<file path="config.mk">
export PLATFORM = sky130hd
export DESIGN_NAME = mcfc_hist
export DESIGN_NICKNAME = d
export VERILOG_FILES = /design/src/rtl/core/mcfc_pkg.sv /design/src/rtl/core/mcfc_hist.sv
export SDC_FILE = /design/constraint.sdc
export NUM_CORES = 1
export LEC_CHECK = 0
export BUFFER_PORTS_ARGS = -buffer_cell sky130_fd_sc_hd__buf_2
export CAP_MARGIN = 10
export CORE_UTILIZATION = 60
export CTS_BUF_LIST = sky130_fd_sc_hd__clkbuf_8 sky130_fd_sc_hd__clkbuf_16
export DETAILED_ROUTE_END_ITERATION = 16
export GPL_TIMING_DRIVEN = 1
export PLACE_DENSITY = 0.89
export SETUP_SLACK_MARGIN = 0.15
export SLEW_MARGIN = 30
export SYNTH_ARGS = -nofsm -noshare
export SYNTH_HDL_FRONTEND = slang
export SYNTH_SLANG_ARGS = --single-unit
export TNS_END_PERCENT = 50
</file>
<file path="constraint.sdc">
create_clock -name i_clk -period 5.8 [get_ports i_clk]
set_clock_uncertainty 0.2 [all_clocks]
set_input_delay 0.87 -clock i_clk [delete_from_list [all_inputs] [get_ports i_clk]]
set_output_delay 0.87 -clock i_clk [all_outputs]
set_load 0.05 [all_outputs]
</file>
<file path="src/rtl/core/mcfc_pkg.sv">
`timescale 1ns / 1ps

package mcfc_pkg;

    // Fixed field widths of the item and result words.
    localparam int DATA_W     = 16;
    localparam int GAIN_W     = 16;
    localparam int OUT_SHIFT  = 29;
    localparam int CFG_ADDR_W = 3;
    localparam int CFG_DATA_W = 16;

    // Operation codes of an input word.
    localparam logic OP_SAMPLE = 1'b0;
    localparam logic OP_LOAD   = 1'b1;

    // Configuration register indexes.
    localparam logic [CFG_ADDR_W-1:0] REG_TAPS  = 3'd0;
    localparam logic [CFG_ADDR_W-1:0] REG_TX    = 3'd1;
    localparam logic [CFG_ADDR_W-1:0] REG_RX    = 3'd2;
    localparam logic [CFG_ADDR_W-1:0] REG_DELAY = 3'd3;
    localparam logic [CFG_ADDR_W-1:0] REG_GAIN  = 3'd4;

    // Sequencer states of the top level.
    typedef enum logic [1:0] {
        S_IDLE,
        S_WALK,
        S_FLUSH,
        S_MERGE
    } t_state;

    // States of the merging stage.
    typedef enum logic [2:0] {
        M_IDLE,
        M_SUM,
        M_MUL,
        M_FIN,
        M_PUSH
    } t_mstate;

    // Per-cycle control broadcast to every lane.
    typedef struct packed {
        logic clear;
        logic valid;
    } t_step;

    // Status reported by the merging stage.
    typedef struct packed {
        logic busy;
    } t_mstatus;

endpackage

</file>
<file path="src/rtl/core/mcfc_hist.sv">
`timescale 1ns / 1ps

module mcfc_hist
    import mcfc_pkg::*;
#(
    parameter int HIST = 32,
    parameter int HW   = 5
) (
    input  logic                     i_clk,
    input  logic                     i_we,
    input  logic [HW-1:0]            i_waddr,
    input  logic signed [DATA_W-1:0] i_wre,
    input  logic signed [DATA_W-1:0] i_wim,
    input  logic [HW-1:0]            i_raddr,
    output logic signed [DATA_W-1:0] o_rre,
    output logic signed [DATA_W-1:0] o_rim
);

    logic [2*DATA_W-1:0] r_mem [HIST];
    logic [2*DATA_W-1:0] r_rdata;

    // One write port for the pushed sample, one registered read port.
    always_ff @(posedge i_clk) begin
        if (i_we) begin
            r_mem[i_waddr] <= {i_wre, i_wim};
        end
        r_rdata <= r_mem[i_raddr];
    end

    assign o_rre = $signed(r_rdata[2*DATA_W-1:DATA_W]);
    assign o_rim = $signed(r_rdata[DATA_W-1:0]);

endmodule

</file>
Word-level counts from Yosys, hierarchy flattened
Memories as Yosys holds them, arrays and structs flattened. A register that Yosys moved wholly into a read port is not among the register bits.
Index checks and enable logic that the tools add are counted.
- register bits: 0
- word-level logic and storage cells: 3
- memories kept: 1
- memory bits (writable): 1024
- memories (memory ; words ; width ; rd ports ; clocked after memory_dff ; write ports ; line ; text):
    r_mem ; 32 ; 32 ; 1 ; 1 ; 1 ; mcfc_hist.sv:19 ; logic [2*DATA_W-1:0] r_mem [HIST];
- muxes and demuxes: 2
- operators by type and width (operator ; number):
    1-bit 2-to-1 mux ; 2

Longest topological paths before layout
- depth in word-level cells: 2
- depth in mapped cells: 8
- depth with buffers taken out: 5

Worst setup path before layout
No wires, ideal clock.
- kind: input-to-reg
- from: input i_waddr[1]
- to: memory r_mem[12][0] (netlist name) (enable)
- path buffers: 1
- library setup time: 421 ps
- arrival: 2883 ps
- stages: 3
- setup slack: 2296 ps
- path through: or3b_2 > clkbuf_1 > nor2_1
- RTL lines (element ; line ; text):
    start, declared ; mcfc_hist.sv:11 ; input logic [HW-1:0] i_waddr,
    end, declared ; mcfc_hist.sv:19 ;
No word-level cell before the write port.

==> flow_metrics.tcl <==
set metrics [dict create \
    regToRegStartpoint "r_mem[1][13]" \
    synth_top_area_share 0.760 \
    cts_inserted_buffers 97 \
    grt_usage 0.308 \
    gp_congestion 0.861 \
    synth_cells 2260 \
    grt_max_degree 105 \
    rows 94 \
    worst_setup_path_start_kind "primary input" \
    r2r_cells 5 \
    first_pass_iters 6 \
    cts.clk_slew.worst_paths_ns 0.06 \
    critPathMaxFanout 51 \
    finalCoreUtilization 0.695 \
    r2r-end "r_rdata[13]" \
    vdd_drop_max_uv 226 \
    rrSetupSlack_ns 3.75 \
    initialDrtViolationCount 3673 \
    hold_path.class "reg -> reg" \
    whs_ns 0.415 \
    stdcell_count 3321 \
    die_area_um2 68500 \
    cp_top_family "buffers and inverters" \
    crit_top_cell "nand3_1" \
    placedCellCount 3137 \
    endpoint "r_rdata[11]" \
    grt_pass1_vias 23300 \
    slowest_delay_ns 0.55 \
    postRouteAntennaNets 0 \
    vias 23100 \
    cap_violations 0 \
    status "completed" \
    arrival_ns 3.52 \
    synth_area_leader_cell "edfxtp_1" \
    die_w_um 262 \
    async_flop_share 0 \
    final_max_slew_viol_count 0 \
    antenna_found_initial 2 \
    setup_viol 0 \
    synth-edff-count 1024 \
    yosysSeqAreaShare 0.775 \
    slew_headroom 0.324 \
    synthDistinctLibCells 25 \
    finalPower_mw 16.1 \
    power_density_nw_per_um2 350 \
    synth_area_leaders "edfxtp_1 (76%), mux2i_1 (13%), a22oi_1 (1.8%), dfxtp_1 (1.6%), a22o_1 (1.4%)" \
    path_buf_inv 4 \
    grt_overflow 0 \
    synth.net_count 2304 \
    synthFlopType "edfxtp_1" \
    final_layout_size_suffix_gt1_frac 0.136 \
    fin_nets 2417 \
    finalWirelength_um 105000 \
    cp_slowest_cell "buf_4" \
    cts_root_buf "clkbuf_16" \
    wl_per_cell_um 31.7 \
    tns_ns 0 \
    ys_warn_count 0 \
    fin_crit_sh 0.557 \
    rsz0062_at_grt "no" \
    route.detailed.drc 0 \
    cts_sinks 1056 \
    critPathKind "in -> reg" \
    fin_crit_ns 3.23 \
    num_io_pins 76 \
    startpoint "i_raddr[0]" \
    htree_levels 3 \
    avgSynthCellArea_um2 17.9 \
    fp.coreArea_um2 66200 \
    cts_hold_buf 0 \
    worst_pin_slew_ns 1.01 \
    cp-end-kind "flip-flop" \
    port_buffers 75 \
    die_h_um 262 \
    hold_viol_final 0 \
    dpl.hpwl_um 57000 \
    ys_seq_elements 1056 \
    initial_core_util 0.611 \
    worstSkewPairLatency_ns 0.67 \
    max_freq_mhz 309 \
    viasPerCell 6.96 \
    ctsLongestPathBuffers 3 \
    cts_tree "done" \
    leakage_nw 16.2 \
    path_cells "buf_8 -> buf_16 -> buf_12 -> buf_4 -> mux2i_1 -> a22oi_1 -> nand3_1 -> nand3_1" \
    cts-resized-gates 0 \
    post_cts_buffers 0 \
    cp.required_ns 6.08 \
    cp_num_cells 8 \
    grt_pass1_wl_um 151000 \
    syn_to_final_growth_pct 13.7 \
    syn_area_um2 40500 \
]
-- cells in the final DEF (no fill, tap or decap), types with 5 or more instances in the layout --
cell	n
a21oi_1	96
a22o_1	64
a22oi_1	96
a31oi_1	32
buf_12	8
buf_16	33
buf_2	74
buf_4	23
bufinv_16	12
clkbuf_16	99
clkbuf_8	15
clkinv_1	12
clkinv_2	19
dfxtp_1	32
edfxtp_1	1024
inv_1	18
mux2i_1	512
nand2_1	98
nand3_1	98
nand3b_1	5
nor2_4	33
nor3_1	32
-- cells by family after synthesis --
| family | after synthesis | synth area share |
|---|---|---|
| DFF | 1056 | 0.775 |
| and+or+nand+nor | 277 | 0.0310 |
| muxes | 512 | 0.127 |
| buffers and inverters | 127 | 0.0186 |
| AOI/OAI and AO/OA | 288 | 0.0485 |
-- final cells by class --
class	count	area (µm²)
fill	3520	20200
clock inverter	67	618
tap	864	1080
antenna	2	5.00
multi-input combinational	1077	8610
timing repair buffer	141	1660
sequential	1056	31400
clock buffer	114	2680
-- worst reg2reg max path: cells and delay by family, from the launching register on --
kind | cells | cell delay [ns]
compound gates | 2 | 0.75
flops | 1 | 0.39
simple gates | 2 | 0.27
mux | 1 | 0.26
-- cell usage after synthesis, types with 2 or more instances --
library cell  number
nor2_1            34
buf_2             26
buf_1              5
nand3b_1           5
buf_6             15
or3b_2             3
a22o_1            64
mux2i_1          512
nand2_1           98
nand3_1           98
edfxtp_1        1024
a21oi_1           96
clkbuf_1          46
nor3_1            32
clkbuf_4           2
a22oi_1           96
nand2b_1           2
buf_4             33
dfxtp_1           32
a31oi_1           32
-- stage by stage --
stage	worst slack (ns)	area (µm²)
3_3_place_gp	2.06	41800
4_1_cts	2.67	46000
2_1_floorplan	2.30	40500
5_1_grt	2.58	46000
6_report	2.57	46000
3_5_place_dp	2.18	42700
-- how the worst min path moves through the flow --
stage	start	end	slack, ns	depth (start not counted)
2_1_floorplan	r_mem[16][10]	r_rdata[10]	0.35	4
3_3_place_gp	r_mem[26][23]	r_rdata[23]	0.38	4
3_5_place_dp	r_mem[10][9]	r_rdata[9]	0.40	4
4_1_cts	r_mem[26][18]	r_rdata[18]	0.41	4
5_1_grt	r_mem[27][4]	r_rdata[4]	0.47	4
6_report	r_mem[27][18]	r_rdata[18]	0.42	4
-- flip-flops by register name, summed over array words and instances, names as in the netlist --
signal and flops:
r_rdata 32, r_mem 1024
-- power by group --
part	internal (mW)	leakage (nW)	switching, mW
combinational	0.265	4.97	0.690
clock	3.82	1.70	2.80
sequential	8.48	9.49	0.0551
-- metal layers --
metal  wire length [µm]  share of wire  track usage
met1              35000           0.33        0.390
met2              50900           0.48        0.503
met3              13900           0.13       0.0716
met4               5340          0.051        0.155
met5                 13        0.00012            0
Note: power is estimated with default switching activity, not from simulation.
