### src/rtl/core/mcfc_pkg.sv
`timescale 1ns / 1ps

package mcfc_pkg;

    // Fixed field widths of the item and result words.
    localparam int DATA_W     = 16;
    localparam int GAIN_W     = 16;
    localparam int OUT_SHIFT  = 29;
    localparam int CFG_ADDR_W = 3;
    localparam int CFG_DATA_W = 16;

    // Operation codes of an input word.
    localparam logic OP_SAMPLE = 1'b0;
    localparam logic OP_LOAD   = 1'b1;

    // Configuration register indexes.
    localparam logic [CFG_ADDR_W-1:0] REG_TAPS  = 3'd0;
    localparam logic [CFG_ADDR_W-1:0] REG_TX    = 3'd1;
    localparam logic [CFG_ADDR_W-1:0] REG_RX    = 3'd2;
    localparam logic [CFG_ADDR_W-1:0] REG_DELAY = 3'd3;
    localparam logic [CFG_ADDR_W-1:0] REG_GAIN  = 3'd4;

    // Sequencer states of the top level.
    typedef enum logic [1:0] {
        S_IDLE,
        S_WALK,
        S_FLUSH,
        S_MERGE
    } t_state;

    // States of the merging stage.
    typedef enum logic [2:0] {
        M_IDLE,
        M_SUM,
        M_MUL,
        M_FIN,
        M_PUSH
    } t_mstate;

    // Per-cycle control broadcast to every lane.
    typedef struct packed {
        logic clear;
        logic valid;
    } t_step;

    // Status reported by the merging stage.
    typedef struct packed {
        logic busy;
    } t_mstatus;

endpackage

### src/rtl/core/mcfc_lane.sv
`timescale 1ns / 1ps

module mcfc_lane
    import mcfc_pkg::*;
#(
    parameter int MAX_TAPS = 16,
    parameter int TAW      = 4,
    parameter int ACC_W    = 38
) (
    input  logic                     i_clk,
    input  logic                     i_rst_n,
    input  logic                     i_tap_we,
    input  logic [TAW-1:0]           i_tap_waddr,
    input  logic signed [DATA_W-1:0] i_tap_re,
    input  logic signed [DATA_W-1:0] i_tap_im,
    input  logic [TAW-1:0]           i_tap_raddr,
    input  t_step                    i_step,
    input  logic signed [DATA_W-1:0] i_x_re,
    input  logic signed [DATA_W-1:0] i_x_im,
    output logic signed [ACC_W-1:0]  o_acc_re,
    output logic signed [ACC_W-1:0]  o_acc_im
);

    localparam int PW = 2 * DATA_W;

    logic [2*DATA_W-1:0]     r_tap_mem [MAX_TAPS];
    logic [2*DATA_W-1:0]     r_tap_rd;
    logic                    r_v1;
    logic                    r_v2;
    logic signed [PW-1:0]    r_p_rr;
    logic signed [PW-1:0]    r_p_ii;
    logic signed [PW-1:0]    r_p_ri;
    logic signed [PW-1:0]    r_p_ir;
    logic signed [ACC_W-1:0] r_acc_re;
    logic signed [ACC_W-1:0] r_acc_im;
    logic signed [DATA_W-1:0] h_re;
    logic signed [DATA_W-1:0] h_im;

    // Tap store of this antenna pair with a registered read.
    always_ff @(posedge i_clk) begin
        if (i_tap_we) begin
            r_tap_mem[i_tap_waddr] <= {i_tap_re, i_tap_im};
        end
        r_tap_rd <= r_tap_mem[i_tap_raddr];
    end

    assign h_re = $signed(r_tap_rd[2*DATA_W-1:DATA_W]);
    assign h_im = $signed(r_tap_rd[DATA_W-1:0]);

    // Valid bits follow the read and product stages.
    always_ff @(posedge i_clk) begin
        if (!i_rst_n) begin
            r_v1 <= 1'b0;
            r_v2 <= 1'b0;
        end else begin
            r_v1 <= i_step.valid;
            r_v2 <= r_v1;
        end
    end

    // Four real products of the complex multiply, registered.
    always_ff @(posedge i_clk) begin
        r_p_rr <= i_x_re * h_re;
        r_p_ii <= i_x_im * h_im;
        r_p_ri <= i_x_im * h_re;
        r_p_ir <= i_x_re * h_im;
    end

    // Accumulate one complex term per valid step.
    always_ff @(posedge i_clk) begin
        if (i_step.clear) begin
            r_acc_re <= '0;
            r_acc_im <= '0;
        end else if (r_v2) begin
            r_acc_re <= r_acc_re + {{(ACC_W-PW){r_p_rr[PW-1]}}, r_p_rr}
                                 - {{(ACC_W-PW){r_p_ii[PW-1]}}, r_p_ii};
            r_acc_im <= r_acc_im + {{(ACC_W-PW){r_p_ri[PW-1]}}, r_p_ri}
                                 + {{(ACC_W-PW){r_p_ir[PW-1]}}, r_p_ir};
        end
    end

    assign o_acc_re = r_acc_re;
    assign o_acc_im = r_acc_im;

endmodule

### config.mk
export PLATFORM = sky130hd
export DESIGN_NAME = mcfc_lane
export DESIGN_NICKNAME = d
export VERILOG_FILES = /design/src/rtl/core/mcfc_pkg.sv /design/src/rtl/core/mcfc_lane.sv
export SDC_FILE = /design/constraint.sdc
export NUM_CORES = 2
export LEC_CHECK = 0
export BUFFER_PORTS_ARGS = -buffer_cell sky130_fd_sc_hd__buf_4
export CAP_MARGIN = 5
export CORE_MARGIN = 1
export CORE_UTILIZATION = 52
export CTS_CLUSTER_DIAMETER = 120
export DETAILED_ROUTE_END_ITERATION = 10
export GPL_ROUTABILITY_DRIVEN = 0
export PLACE_DENSITY = 0.69
export SLEW_MARGIN = 10
export SYNTH_ARGS = -nofsm -noshare
export SYNTH_HDL_FRONTEND = slang
export SYNTH_SLANG_ARGS = --single-unit
export TNS_END_PERCENT = 5
### constraint.sdc
create_clock -name i_clk -period 11.5 [get_ports i_clk]
set_clock_uncertainty 0.1 [all_clocks]
set_input_delay 2.875 -clock i_clk [delete_from_list [all_inputs] [get_ports i_clk]]
set_output_delay 2.875 -clock i_clk [all_outputs]
set_load 0.05 [all_outputs]
-- Word level (Yosys, flattened, before mapping)
Memories as Yosys holds them, arrays and structs flattened. A register that Yosys moved wholly into a read port is not among the register bits.
Cells that the tools add are included.
- $add $sub $neg: 4
- multiply operators: 4
- mux-type cells: 2
- operators by type and width (operator ; number):
    $mul A16 B16 Y32 ; 4
    $add A38 B38 Y38 ; 3
    $sub A38 B38 Y38 ; 1
    $mux W1 ; 2
- bits in registers: 206
- bits in writable memories: 512
- input port bits: 77
- output and inout bits: 76
- word-level logic and storage cells: 19
- memories kept: 1
- memories (memory ; depth ; bits a word ; rd ports ; clocked after memory_dff ; write ports ; RTL line ; source):
    r_tap_mem ; 16 ; 32 ; 1 ; 1 ; 1 ; mcfc_lane.sv:26 ; logic [2*DATA_W-1:0] r_tap_mem [MAX_TAPS];

-- Depth between registers and ports, before layout
- depth in word-level cells: 2
- gate-level depth with buffers: 25
- mapped depth without buffers: 24

-- Worst setup path before layout
Ideal clock, no wire load.
- path kind: input to register
- start: in i_x_im[15]
- end: reg r_p_ri[31]
- library setup time: 72 ps
- data arrival time: 8678 ps
- required time: 11328 ps
- slack: 2650 ps
- stages on the path: 22
- path buffers: 1
- cell sequence: clkbuf_1 > nand2_1 > inv_1 > fa_1 > fa_1 > fa_1 > fa_1 > fa_1 > inv_1 > fa_1 > inv_1 > ha_1 > a21o_1 > a21o_1 > a21o_1 > a21o_1 > a21oi_1 > o21ai_1 > or4_1 > a31o_1 > a21oi_1 > xnor2_1
- word-level cells in the longest chain between the ends: 1
- ends and longest elaborated chain (item ; RTL line ; source):
    start: declaration ; mcfc_lane.sv:19 ; input logic signed [DATA_W-1:0] i_x_im,
    $mul A16 B16 Y32 ; mcfc_lane.sv:65 ; r_p_ri <= i_x_im * h_re;
    end signal: assignment ; mcfc_lane.sv:65 ;
    end: declaration ; mcfc_lane.sv:32 ; logic signed [PW-1:0] r_p_ri;
No other way between the ends.
A chain may end at the register's enable or synchronous reset.

-- Worst setup path after layout
- start: in i_x_re[7]
- end: reg r_p_ir[25]
- word-level cells in the longest chain between the ends: 1
- ends and longest elaborated chain (item ; RTL line ; source):
    start: declaration ; mcfc_lane.sv:18 ; input logic signed [DATA_W-1:0] i_x_re,
    $mul A16 B16 Y32 ; mcfc_lane.sv:66 ; r_p_ir <= i_x_re * h_im;
    end signal: assignment ; mcfc_lane.sv:66 ;
    end: declaration ; mcfc_lane.sv:33 ; logic signed [PW-1:0] r_p_ir;
No other way between the ends.

==> metrics.txt <==
Clock Latency Late Sink roughly 0.73 ns; Post-CTS Hold Buffers 0; family of cells with the greatest summed delay on the critical path adder cells; EDFF count, synth 512; Non-Filler Instances 8127; setup repair bufs after CTS 0; number of nets in the layout ~7900; most numerous cell on the critical path sky130_fd_sc_hd__fa_1; yosys synthesis warning count 0; minimum period implied by the final worst setup slack about 9 ns; Detailed Route Iter0 Violations around 3300; cell at the root of the clock tree sky130_fd_sc_hd__clkbuf_16; HPWL after DPL about 120000 um; TritonRoute pass-1 iters 9; total count of hold-check failures in the final report 0; overall track demand over capacity in global routing between 20% and 30%; maximum clock rate roughly 110 MHz; reg-to-reg endpoint r_p_ir[25]$_DFF_P_; highest cell delay on the worst timing path about 0.64 ns; GRT met3 Usage between 4 and 5%; via total after detailed routing between 40000 and 50000; Hold Path Origin r_v1$_SDFF_PN0_; via/cell ratio roughly 5.5; total CTS buffers a little over 80; failing checks DRC; status finished, violations left; buffers and inverters on the worst path 4; GRT Max-Usage Layer met2; required time of the critical path between 10 and 15 ns; register bit count reported by yosys 750; H-tree levels 3; library cell with the largest summed area after synthesis sky130_fd_sc_hd__fa_1; Final ANT Viol Nets 0; CP Capture Type register; sort of element at the start of the critical path primary input; clk sink count 750; main area contributors after synthesis sky130_fd_sc_hd__fa_1 (32%), sky130_fd_sc_hd__edfxtp_1 (22%), sky130_fd_sc_hd__ha_1 (7.2%); max-cap violations 0; maximum fanout count along the critical path 32; signal arrival time at the worst endpoint 9.53 ns; net count of the mapped netlist between 7000 and 8000; worst setup slack for register-to-register paths a little under 4 ns; post-synthesis cell type count 83; gate count of the mapped netlist approximately 6300; global-route wire length before repair 264000 um; aggregate negative setup slack 0 ns; path class of the lowest-slack min-delay path register to register; count of buffers from port buffering between 150 and 200; end point of the worst hold path r_v2$_SDFF_PN0_; initial antenna violation count 11; Clock Tree Buf Depth 3; ordered cell list for the critical path buf_4 > nand2_1 > fa_1 > inv_1 > fa_1 > fa_1 > fa_1 > fa_1 > inv_1 > fa_1 > inv_1 > ha_1 > and3_1 > and3_1 > nand4_1 > nand3_1 > a21o_1 > a21o_1 > a41oi_1 > o311ai_0; Finish-stage setup viols 0; portion of the post-synthesis area used by sequential elements between 20 and 30%; number of remaining DRC errors 42; startpoint-to-endpoint class of the critical path primary input to register; area fraction of the dominant cell type after synthesis 32.0%; largest net degree at the start of global routing 62; worst r2r path cells 20; leftover overflow at the end of global routing 0; total number of placement rows between 100 and 150; critical register-to-register path startpoint r_tap_rd[15]$_DFF_P_; share of the clock period used by the worst path 79.2%; most frequent cell after synthesis sky130_fd_sc_hd__inv_1; total standard cell area after synthesis between 70000 and 80000 um^2; TritonCTS clock tree built; Placeable Area ~130000 um^2; leading post-synthesis cells by instance count sky130_fd_sc_hd__inv_1 (1314), sky130_fd_sc_hd__fa_1 (1123), sky130_fd_sc_hd__nand2_1 (555); met1 usage in global routing between 30% and 40%; share of final-layout standard cells stronger than drive strength 1 8.53%; number of resized instances in the post-cts repair step 0; Most used DFF post-synth sky130_fd_sc_hd__edfxtp_1; area grow syn2layout 8.30%; Chip Height approximately 370 um; number of pins with negative max-slew slack in the final report 0; Placed Cells incl. Taps about 8000; Worst-Margin Slew 0.973 ns; initial standard-cell utilization of the core a little over half; met2 track demand over resource in global routing between 40% and 50%; cell with the largest stage delay on the worst path sky130_fd_sc_hd__o311ai_0; Die Area 136000 um^2; RSZ-0062 raised after global routing false; Die Span X approximately 370 um; share of synthesized registers carrying an async set or reset 0%; detail-routed net length per standard cell approximately 20 um; Relative slew margins between 30% and 40%; clock transition at the registers of the reported paths 0.06 ns; total wire length after detailed routing roughly 160000 um; via count of the first global-routing pass around 47000; Hold Path Stages 1; per-instance average area after synthesis 11.2 um^2; number of top-level pins 153
[how the worst max path moves through the flow]
| stage | from | end | slack [ns] | cells past startpoint |
|---|---|---|---|---|
| 3_5_place_dp | i_x_re[7] | r_p_ir[25]$_DFF_P_ | 1.87 | 22 |
| 3_3_place_gp | i_x_re[10] | r_p_ir[25]$_DFF_P_ | 1.93 | 20 |
| 4_1_cts | i_x_re[7] | r_p_ir[25]$_DFF_P_ | 2.61 | 22 |
| 5_1_grt | i_x_re[7] | r_p_ir[25]$_DFF_P_ | 2.30 | 22 |
| 2_1_floorplan | i_x_im[15] | r_p_ri[31]$_DFF_P_ | 2.65 | 22 |
| 6_report | i_x_re[7] | r_p_ir[25]$_DFF_P_ | 2.39 | 20 |
[per-layer routing]
metal	up-vias	wire (um)
li1	19800	-
met1	23100	69600
met2	1523	77800
met3	287	11500
met4	14	5900
met5	-	94
[sequential cells by signal, indices dropped and copies added, names as in the netlist]
name	flops
o_acc_im	38
r_v2	1
r_tap_mem	512
r_p_ir	32
r_p_ii	32
r_v1	1
r_tap_rd	32
r_p_ri	32
r_p_rr	32
o_acc_re	38
[metrics by stage]
stage          worst slack, ns  utilization [%]  hold slack, ns  area (um^2)
6_report                  2.39             56.9           0.385        76000
5_1_grt                   2.30             56.9           0.406        76000
4_1_cts                   2.61             56.9           0.388        76000
3_5_place_dp              1.87             54.7           0.371        73100
3_3_place_gp              1.93             54.7           0.357        73100
2_1_floorplan             2.65                -           0.312        70200
[cells in the final DEF (no fill, tap or decap), types with 52 or more instances in the layout]
cell,n
sky130_fd_sc_hd__xnor2_1,151
sky130_fd_sc_hd__nand2_1,555
sky130_fd_sc_hd__buf_4,210
sky130_fd_sc_hd__o21ai_0,69
sky130_fd_sc_hd__edfxtp_1,512
sky130_fd_sc_hd__xor2_1,52
sky130_fd_sc_hd__inv_1,1314
sky130_fd_sc_hd__nor2_1,184
sky130_fd_sc_hd__dfxtp_1,237
sky130_fd_sc_hd__a21oi_1,149
sky130_fd_sc_hd__and2_1,501
sky130_fd_sc_hd__fa_1,1123
sky130_fd_sc_hd__clkbuf_16,83
sky130_fd_sc_hd__a21o_1,92
sky130_fd_sc_hd__ha_1,402
sky130_fd_sc_hd__mux4_2,160
[logic make-up (layout without fill, tap and decap cells)]
group,Yosys count,in the layout,synth area share (%)
buffers and inverters,1579,1681,8.46
adders and majority gates,1525,1525,39.2
and+or+nand+nor,1482,1482,10.5
DFF,750,750,28.7
AOI/OAI and AO/OA,503,503,4.75
muxes,211,211,5.87
xor gates and xnor gates,203,203,2.53
other,0,4,0
[final cells by class]
cell class                      instances  area (um^2)
Antenna cell                            4         10.0
Clock buffer                          111         2290
Clock inverter                         44          608
Fill cell                           11000        57600
Inverter                             1315         4940
Multi-Input combinational cell       3924        44200
Sequential cell                       750        20100
Tap cell                             1768         2210
Timing Repair Buffer                  211         1590
Power is left out: the tool's default activity adds up to more than one toggle a clock period on the data nets, which glitch-free logic cannot reach.
