`config.mk`:
```
export PLATFORM = sky130hd
export DESIGN_NAME = mcfc_merge
export DESIGN_NICKNAME = d
export VERILOG_FILES = /design/src/rtl/core/mcfc_pkg.sv /design/src/rtl/core/mcfc_merge.sv
export SDC_FILE = /design/constraint.sdc
export NUM_CORES = 2
export LEC_CHECK = 0
export BUFFER_PORTS_ARGS = -buffer_cell sky130_fd_sc_hd__buf_4
export CORE_MARGIN = 5
export CORE_UTILIZATION = 40
export CTS_BUF_LIST = sky130_fd_sc_hd__clkbuf_4 sky130_fd_sc_hd__clkbuf_8
export DETAILED_ROUTE_END_ITERATION = 6
export PLACE_DENSITY_LB_ADDON = 0.25
export SLEW_MARGIN = 5
export SYNTH_ARGS = -nofsm -noshare
export SYNTH_HDL_FRONTEND = slang
export SYNTH_SLANG_ARGS = --single-unit
```
`constraint.sdc`:
```
create_clock -name i_clk -period 10.95 [get_ports i_clk]
set_input_delay 0.5475 -clock i_clk [delete_from_list [all_inputs] [get_ports i_clk]]
set_output_delay 0.5475 -clock i_clk [all_outputs]
set_load 0.01 [all_outputs]
```
`src/rtl/core/mcfc_pkg.sv`:
```
`timescale 1ns / 1ps

package mcfc_pkg;

    // Fixed field widths of the item and result words.
    localparam int DATA_W     = 16;
    localparam int GAIN_W     = 16;
    localparam int OUT_SHIFT  = 29;
    localparam int CFG_ADDR_W = 3;
    localparam int CFG_DATA_W = 16;

    // Operation codes of an input word.
    localparam logic OP_SAMPLE = 1'b0;
    localparam logic OP_LOAD   = 1'b1;

    // Configuration register indexes.
    localparam logic [CFG_ADDR_W-1:0] REG_TAPS  = 3'd0;
    localparam logic [CFG_ADDR_W-1:0] REG_TX    = 3'd1;
    localparam logic [CFG_ADDR_W-1:0] REG_RX    = 3'd2;
    localparam logic [CFG_ADDR_W-1:0] REG_DELAY = 3'd3;
    localparam logic [CFG_ADDR_W-1:0] REG_GAIN  = 3'd4;

    // Sequencer states of the top level.
    typedef enum logic [1:0] {
        S_IDLE,
        S_WALK,
        S_FLUSH,
        S_MERGE
    } t_state;

    // States of the merging stage.
    typedef enum logic [2:0] {
        M_IDLE,
        M_SUM,
        M_MUL,
        M_FIN,
        M_PUSH
    } t_mstate;

    // Per-cycle control broadcast to every lane.
    typedef struct packed {
        logic clear;
        logic valid;
    } t_step;

    // Status reported by the merging stage.
    typedef struct packed {
        logic busy;
    } t_mstatus;

endpackage

```
`src/rtl/core/mcfc_merge.sv`:
```
`timescale 1ns / 1ps

module mcfc_merge
    import mcfc_pkg::*;
#(
    parameter int NB_TX = 2,
    parameter int NB_RX = 2,
    parameter int TXW   = 2,
    parameter int RXW   = 2,
    parameter int ACC_W = 38
) (
    input  logic                     i_clk,
    input  logic                     i_rst_n,
    input  logic                     i_start,
    input  logic signed [ACC_W-1:0]  i_acc_re [NB_RX][NB_TX],
    input  logic signed [ACC_W-1:0]  i_acc_im [NB_RX][NB_TX],
    input  logic [TXW-1:0]           i_ntx,
    input  logic [RXW-1:0]           i_nrx,
    input  logic [GAIN_W-1:0]        i_gain,
    output t_mstatus                 o_status,
    output logic                     o_out_valid,
    input  logic                     i_out_ready,
    output logic                     o_rx_index,
    output logic signed [DATA_W-1:0] o_rx_re,
    output logic signed [DATA_W-1:0] o_rx_im,
    output logic                     o_last
);

    localparam int RIW  = (NB_RX > 1) ? $clog2(NB_RX) : 1;
    localparam int SUM_W = ACC_W + 2;
    localparam int LO_W = SUM_W / 2;
    localparam int HI_W = SUM_W - LO_W;
    localparam int PH_W = HI_W + GAIN_W + 1;
    localparam int PL_W = LO_W + GAIN_W + 1;
    localparam int PW   = SUM_W + GAIN_W + 1;
    localparam logic signed [PW-1:0] RND   = PW'(64'sd1 <<< (OUT_SHIFT - 1));
    localparam logic signed [PW-1:0] Q_MAX = PW'((64'sd1 <<< (DATA_W - 1)) - 1);
    localparam logic signed [PW-1:0] Q_MIN = -Q_MAX - 1;

    t_mstate r_state;
    t_mstate n_state;
    logic [RXW-1:0]           r_r;
    logic signed [SUM_W-1:0]  r_sum_re;
    logic signed [SUM_W-1:0]  r_sum_im;
    logic signed [SUM_W-1:0]  sum_re;
    logic signed [SUM_W-1:0]  sum_im;
    logic signed [PH_W-1:0]   r_ph_re;
    logic signed [PH_W-1:0]   r_ph_im;
    logic signed [PL_W-1:0]   r_pl_re;
    logic signed [PL_W-1:0]   r_pl_im;
    logic signed [DATA_W-1:0] r_res_re;
    logic signed [DATA_W-1:0] r_res_im;
    logic signed [DATA_W-1:0] fin_re;
    logic signed [DATA_W-1:0] fin_im;
    logic                     r_out_valid;
    logic                     r_out_idx;
    logic signed [DATA_W-1:0] r_out_re;
    logic signed [DATA_W-1:0] r_out_im;
    logic                     r_out_last;
    logic                     out_free;
    logic                     is_last;
    logic signed [GAIN_W:0]   gain_s;

    // Rounds half up, shifts down and saturates one scaled sum.
    function automatic logic signed [DATA_W-1:0] round_sat(
        input logic signed [PH_W-1:0] ph,
        input logic signed [PL_W-1:0] pl
    );
        logic signed [PW-1:0] t;
        logic signed [PW-1:0] q;
        t = (PW'(ph) <<< LO_W) + PW'(pl) + RND;
        q = t >>> OUT_SHIFT;
        if (q > Q_MAX) begin
            q = Q_MAX;
        end else if (q < Q_MIN) begin
            q = Q_MIN;
        end
        return q[DATA_W-1:0];
    endfunction

    assign gain_s   = $signed({1'b0, i_gain});
    assign out_free = !r_out_valid || i_out_ready;
    assign is_last  = ({1'b0, r_r} + 1'b1) == {1'b0, i_nrx};

    // Sum of the lanes of the current receive antenna over transmit antennas in use.
    always_comb begin
        sum_re = '0;
        sum_im = '0;
        for (int j = 0; j < NB_TX; j++) begin
            if (j < int'(i_ntx)) begin
                sum_re = sum_re + SUM_W'(i_acc_re[r_r[RIW-1:0]][j]);
                sum_im = sum_im + SUM_W'(i_acc_im[r_r[RIW-1:0]][j]);
            end
        end
    end

    assign fin_re = round_sat(r_ph_re, r_pl_re);
    assign fin_im = round_sat(r_ph_im, r_pl_im);

    // State register.
    always_ff @(posedge i_clk) begin
        if (!i_rst_n) begin
            r_state <= M_IDLE;
        end else begin
            r_state <= n_state;
        end
    end

    // Next state: one receive antenna per pass through sum, multiply, finish, push.
    always_comb begin
        n_state = r_state;
        unique case (r_state)
            M_IDLE: begin
                if (i_start && (i_nrx != '0)) begin
                    n_state = M_SUM;
                end
            end
            M_SUM:  n_state = M_MUL;
            M_MUL:  n_state = M_FIN;
            M_FIN:  n_state = M_PUSH;
            M_PUSH: begin
                if (out_free) begin
                    n_state = is_last ? M_IDLE : M_SUM;
                end
            end
            default: n_state = M_IDLE;
        endcase
    end

    // Antenna counter.
    always_ff @(posedge i_clk) begin
        if (!i_rst_n) begin
            r_r <= '0;
        end else if (r_state == M_IDLE) begin
            r_r <= '0;
        end else if (r_state == M_PUSH && out_free) begin
            r_r <= r_r + 1'b1;
        end
    end

    // Datapath registers: lane sum, gain partial products, finished result.
    always_ff @(posedge i_clk) begin
        if (r_state == M_SUM) begin
            r_sum_re <= sum_re;
            r_sum_im <= sum_im;
        end
        if (r_state == M_MUL) begin
            r_ph_re <= $signed(r_sum_re[SUM_W-1:LO_W]) * gain_s;
            r_ph_im <= $signed(r_sum_im[SUM_W-1:LO_W]) * gain_s;
            r_pl_re <= $signed({1'b0, r_sum_re[LO_W-1:0]}) * gain_s;
            r_pl_im <= $signed({1'b0, r_sum_im[LO_W-1:0]}) * gain_s;
        end
        if (r_state == M_FIN) begin
            r_res_re <= fin_re;
            r_res_im <= fin_im;
        end
    end

    // Output register parts the merge from the result consumer.
    always_ff @(posedge i_clk) begin
        if (!i_rst_n) begin
            r_out_valid <= 1'b0;
        end else if (r_state == M_PUSH && out_free) begin
            r_out_valid <= 1'b1;
        end else if (i_out_ready) begin
            r_out_valid <= 1'b0;
        end
    end

    always_ff @(posedge i_clk) begin
        if (r_state == M_PUSH && out_free) begin
            r_out_idx  <= r_r[0];
            r_out_re   <= r_res_re;
            r_out_im   <= r_res_im;
            r_out_last <= is_last;
        end
    end

    assign o_status.busy = (r_state != M_IDLE);
    assign o_out_valid   = r_out_valid;
    assign o_rx_index    = r_out_idx;
    assign o_rx_re       = r_out_re;
    assign o_rx_im       = r_out_im;
    assign o_last        = r_out_last;

endmodule

```
After elaboration in Yosys (flattened, before gate mapping)
Cells that the tools add are included.
{"block": "word_totals", "out_inout_bits": 36, "ff_bits": 298, "wordCells": 71, "input_bits": 328}
{"block": "op_classes", "order_cmp": 7, "reduce_logical": 10, "muxes": 18, "mul": 4, "n_eq_ne": 7, "n_bitwise": 2, "addsub": 8}
{"op": "2-to-1 mux 76 bit", "count": 6}
{"op": "2-to-1 mux 40 bit", "count": 4}
{"op": "adder 57 x 30 -> 57 bit, second input constant", "count": 2}
{"op": "adder 57 x 37 -> 57 bit", "count": 2}
{"op": "adder 40 x 38 -> 40 bit", "count": 2}
{"op": "multiplier 20 x 17 -> 37 bit", "count": 2}
{"op": "multiplier 20 x 16 -> 36 bit", "count": 2}
{"op": "> comparator 28 x 16 -> 1 bit, second input constant", "count": 2}
{"op": "< comparator 28 x 16 -> 1 bit, second input constant", "count": 2}
{"op": "2-to-1 mux 16 bit", "count": 2}
{"op": "case mux 3 bit (5 select lines)", "count": 1}
{"op": "equality test 3 x 2 -> 1 bit, second input constant", "count": 2}
{"op": "2-to-1 mux 3 bit", "count": 2}
{"op": "< comparator 1 x 2 -> 1 bit, first input constant", "count": 2}
{"op": "!= test 2 bit, second input constant", "count": 2}
{"op": "nonzero test 2 bit", "count": 2}
{"op": "adder 2 x 1 -> 3 bit, second input constant", "count": 1}
{"op": "equality test 3 x 1 -> 1 bit, second input constant", "count": 1}
{"op": "equality test 3 x 2 -> 1 bit", "count": 1}
{"op": "equality test 3 bit, second input constant", "count": 1}
{"op": "logical NOT 3 bit", "count": 1}
{"op": "2-to-1 mux 1 bit", "count": 3}
{"op": "nonzero test 3 bit", "count": 1}
{"op": "adder 2 x 1 -> 2 bit, second input constant", "count": 1}
{"op": "8 further kinds", "count": 9}

Logic depth before layout (Yosys ltp)
{"block": "logic_depth", "word_depth": 7, "mapped_depth": 26, "depth_no_buf": 24}

Least setup slack after synthesis
OpenSTA, ideal clock, no wires.
{"block": "synth_path", "path_type": "reg2reg", "start": "register r_state[1]", "end": "register r_ph_im[0], enable pin", "synth_period_minus_slack_ns": 8.857, "setup_slack_ns": 2.093, "required_ns": 10.227, "stages_incl_launch_ff": 2, "setup_time_ns": 0.723, "arrival_ns": 8.134, "path_buffers": 0, "cell_sequence": "dfxtp_1 -> nor3b_1"}
{"block": "synth_between", "elab_chain_len": 1}
{"element": "start, declared", "line": "mcfc_merge.sv:40", "source": "t_mstate r_state;"}
{"element": "start signal, assigned", "line": "mcfc_merge.sv:105", "source": "r_state <= n_state;"}
{"element": "equality test 3 x 2 -> 1 bit", "line": "mcfc_merge.sv:147", "source": "if (r_state == M_MUL) begin"}
{"element": "end signal, assigned", "line": "mcfc_merge.sv:149", "source": "r_ph_im <= $signed(r_sum_im[SUM_W-1:LO_W]) * gain_s;"}
{"element": "end, declared", "line": "mcfc_merge.sv:48", "source": "logic signed [PH_W-1:0] r_ph_im;"}
No other way between the ends.
A chain may end at the register's enable or synchronous reset.

Worst setup path in the final report
{"block": "layout_path", "start": "register r_sum_im[27]", "end": "register r_ph_im[33], data pin"}
{"block": "layout_between", "elab_chain_len": 1}
{"element": "start, declared", "line": "mcfc_merge.sv:44", "source": "logic signed [SUM_W-1:0] r_sum_im;"}
{"element": "start signal, assigned", "line": "mcfc_merge.sv:145", "source": "r_sum_im <= sum_im;"}
{"element": "multiplier 20 x 17 -> 37 bit", "line": "mcfc_merge.sv:149"}
No other way between the ends.

==> results.yml <==
setup_path:
  crit_path_top_delay_cell: "edfxtp_1"
  r2r_start: "r_sum_im[27]"
  cp_data_arrival_time_ps: 7760
  setup.worst_path.class: "flop to flop"
  worst_ep_required_time_ps: 11390
  worst_setup_path_end_kind: "flop"
  ff2ff_path_depth: 23
  timing.critical_path.max_delay_family: "adder cells"
  cpMostUsedCell: "fa_1"
  worstReg2RegEnd: "r_ph_im[33]"
  r2r_slack_ps: 3630
  cp_max_fo: 16
  critical_path.cell_chain: "nand2_1 -> fa_1 -> inv_1 -> fa_1 -> inv_1 -> fa_1 -> inv_1 -> fa_1 -> fa_1 -> inv_1 -> fa_1 -> inv_1 -> ha_1 -> and3_1 -> and3_1 -> nand3_1 -> a311oi_1 -> o31ai_1 -> a211oi_1 -> nor3_1 -> o41ai_1 -> a21oi_1 -> xnor2_1"
  critical_path.n_buffers_inverters: 5
  crit_path_start_kind: "flop"
  cp_slowest_stage_delay_ps: 990
floorplan:
  fp-row-count: 142
  chipWidth_um: 398
  num_io_pins: 364
  die_h_um: 398
  die-area_um2: 158000
  core-area_um2: 150000
  floorplan.initialDensity: 0.402
detailed_routing:
  route.vias.total: 43270
  detail_route.wl_per_cell_um: 18.8
  antenna_violating_nets_post_route: 0
  detailedRoute.firstPassIterationCount: 5
  first_iter_violations: 2304
  routed_wirelength_mm: 161
  via_per_inst: 5.06
  drcViolationCount: 0
clock_network:
  clk_transition_reported_paths_ps: 60
  post_cts_buffers: 0
  clock_root_buffer: "clkbuf_8"
  clock_tree.buffer_depth: 3
  clock_latency_on_the_worst_skew_pair_ps: 740
  cts_max_level: 2
  cts_tree: "yes"
  cts.sinks: 258
  tritoncts.num_buffers: 50
  post_cts_hold_buffer_count: 0
  cts.repair.resized: 0
cells_and_area:
  syn2layout_area_growth_pct: 9.14
  layout.core_utilization: 0.439
  final_cell_count_without_fillers: 8556
  num-nets-final: 8502
  drive_above_1_share: 0.104
worst_hold_path:
  hold_path_startpoint: "i_rst_n"
  hold-path-cell-count: 3
  hold_path.class: "input pin to flop"
  hold_end: "r_r[1]"
sta:
  setup_viol: 0
  layout_setup_ws_ps: 3630
  max_slew_margin: 0.251
  skew_ps: 63.6
  count_of_final_hold_check_violations: 0
  ratio_of_final_minimum_period_to_clock_period: 0.669
  max_slew.worst_pin.slew_ps: 1120
  layout_min_cycle_time_ps: 7320
  final.setup.tns_ps: 0
  slew_viol_final: 0
  fmaxAchievable_ghz: 0.137
  unrepaired_setup_endpoints_after_global_routing: "false"
logic_synthesis:
  yosys.area_share.xor_xnor: 0.0300
  syn-instance-count: 6326
  yosys.area.top_type_share: 0.380
  synthDominantAreaCellType: "fa_1"
  synth_area_um2: 60100
  synth_edf_count: 252
  yosysWarnings: 0
  synthMuxAreaShare: 0.0374
  synth_top_cells_by_area: "fa_1, edfxtp_1, ha_1"
  postSynthAreaPerCell_um2: 9.51
  synth-seq-cells: 258
  dominant_combinational_cell_family_by_area_after_synthesis: "adder cells"
  synthArstFlopShare: 0
  synthFlopType: "edfxtp_1"
  post_synth_and_or_nand_nor_area_fraction: 0.146
  ys_types: 98
  synth-seq-area-share: 0.128
  synth_adder_area_share: 0.491
  synth_compound_gate_area_share: 0.0663
  mappedNetlistNets: 8329
outcome:
  run_status: "finished clean"
grt:
  overflow: 0
  grt_first_pass_wirelength_mm: 261
  grt.total_usage: 0.209
  antenna_found_initial: 7
  grt_pass1_vias: 47222
  grt_start_max_net_pins: 82
placement:
  finalWeightedCongestion: 0.923
  detailedPlace.worstSlack_ps: 3170
  place.detailed.hpwl_mm: 127
  place.detailed.instances: 8463
  io_buffers: 363
job:
  maxCapViolCount: 0
-- state kept, by name, indices dropped and copies added, names as in the netlist --
name         cells
o_last           1
o_out_valid      1
o_rx_im         16
o_rx_index       1
o_rx_re         16
r_ph_im         37
r_ph_re         37
r_pl_im         16
r_pl_re         16
r_r              2
r_res_im        16
r_res_re        16
r_state          3
r_sum_im        40
r_sum_re        40
-- stage by stage --
stage	hold slack (ps)	cell area (um^2)
global route	119	65600
detailed placement	405	64600
finish	152	65600
floorplan	400	60100
global placement	400	64600
CTS	86.4	65600
-- layout by cell type, fill, tap and decap left out, drive strengths merged, types with 89 or more instances in the layout --
cell type,Yosys,routed
ha,533,533
inv,1341,1343
nor2,168,168
buf,15,397
and2,582,582
a21oi,157,157
a21o,89,89
edfxtp,252,252
fa,1142,1142
nand2,798,798
xnor2,151,151
mux2,128,128
o21ai,105,105
-- cells by family after synthesis --
group	Yosys count
muxes	209
buffers and inverters	1618
adders and majority gates	1675
and+or+nand+nor	1791
AOI/OAI and AO/OA	570
xor gates and xnor gates	205
DFF	258
-- metal layers --
| layer | up-vias | share of wire | global-route usage |
|---|---|---|---|
| met5 | - | 0.00020 | 0 |
| met1 | 22023 | 0.44 | 0.282 |
| met2 | 1230 | 0.47 | 0.353 |
| li1 | 19813 | - | - |
| met4 | 4 | 0.026 | 0.0519 |
| met3 | 200 | 0.062 | 0.0314 |
-- area by class of cell --
class                           count  area [um^2]
Tap cell                         2016         2520
Multi-Input combinational cell   4450        46400
Timing Repair Buffer              397         2980
Inverter                         1342         5040
Clock inverter                     31          274
Clock buffer                       60          763
Fill cell                       14680        84000
Antenna cell                        2         5.00
Sequential cell                   258         7690
-- Yosys cell counts (28+ instances only) --
| library cell | count |
|---|---|
| a21oi_1 | 154 |
| fa_1 | 1142 |
| nand2b_1 | 28 |
| xnor2_1 | 150 |
| mux2_2 | 127 |
| inv_1 | 1341 |
| ha_1 | 533 |
| xor2_1 | 54 |
| o21ai_0 | 74 |
| nand3_1 | 52 |
| mux2i_1 | 81 |
| o21bai_1 | 31 |
| nand4_1 | 29 |
| nor3_1 | 40 |
| nand2_1 | 798 |
| edfxtp_1 | 252 |
| a21o_1 | 88 |
| nor2_1 | 167 |
| o21a_1 | 28 |
| clkbuf_1 | 261 |
| and2_1 | 582 |
-- how the worst max path moves through the flow --
stage | from | to | slack [ps] | cells after the start
floorplan | r_state[1] | r_ph_im[0] | 2090 | 1
global placement | i_gain[7] | r_pl_im[35] | 3240 | 24
detailed placement | i_gain[2] | r_pl_im[35] | 3170 | 22
CTS | r_sum_im[27] | r_ph_im[33] | 3660 | 23
global route | r_sum_im[27] | r_ph_im[33] | 3250 | 23
finish | r_sum_im[27] | r_ph_im[33] | 3630 | 23
-- worst reg2reg max path, cell delays in order (launching register included) --
cell      delay (ps)
edfxtp_1         990
nand2_1          200
fa_1             580
inv_1             50
fa_1             490
inv_1             50
fa_1             530
inv_1             50
fa_1             470
fa_1             500
inv_1             50
fa_1             470
inv_1             40
ha_1             360
and3_1           230
and3_1           190
nand3_1           90
a311oi_1         450
o31ai_1          200
a211oi_1         310
nor3_1           100
o41ai_1          350
a21oi_1          130
xnor2_1          130
Power is left out: the tool's default activity adds up to more than one toggle a clock period on the data nets, which glitch-free logic cannot reach.
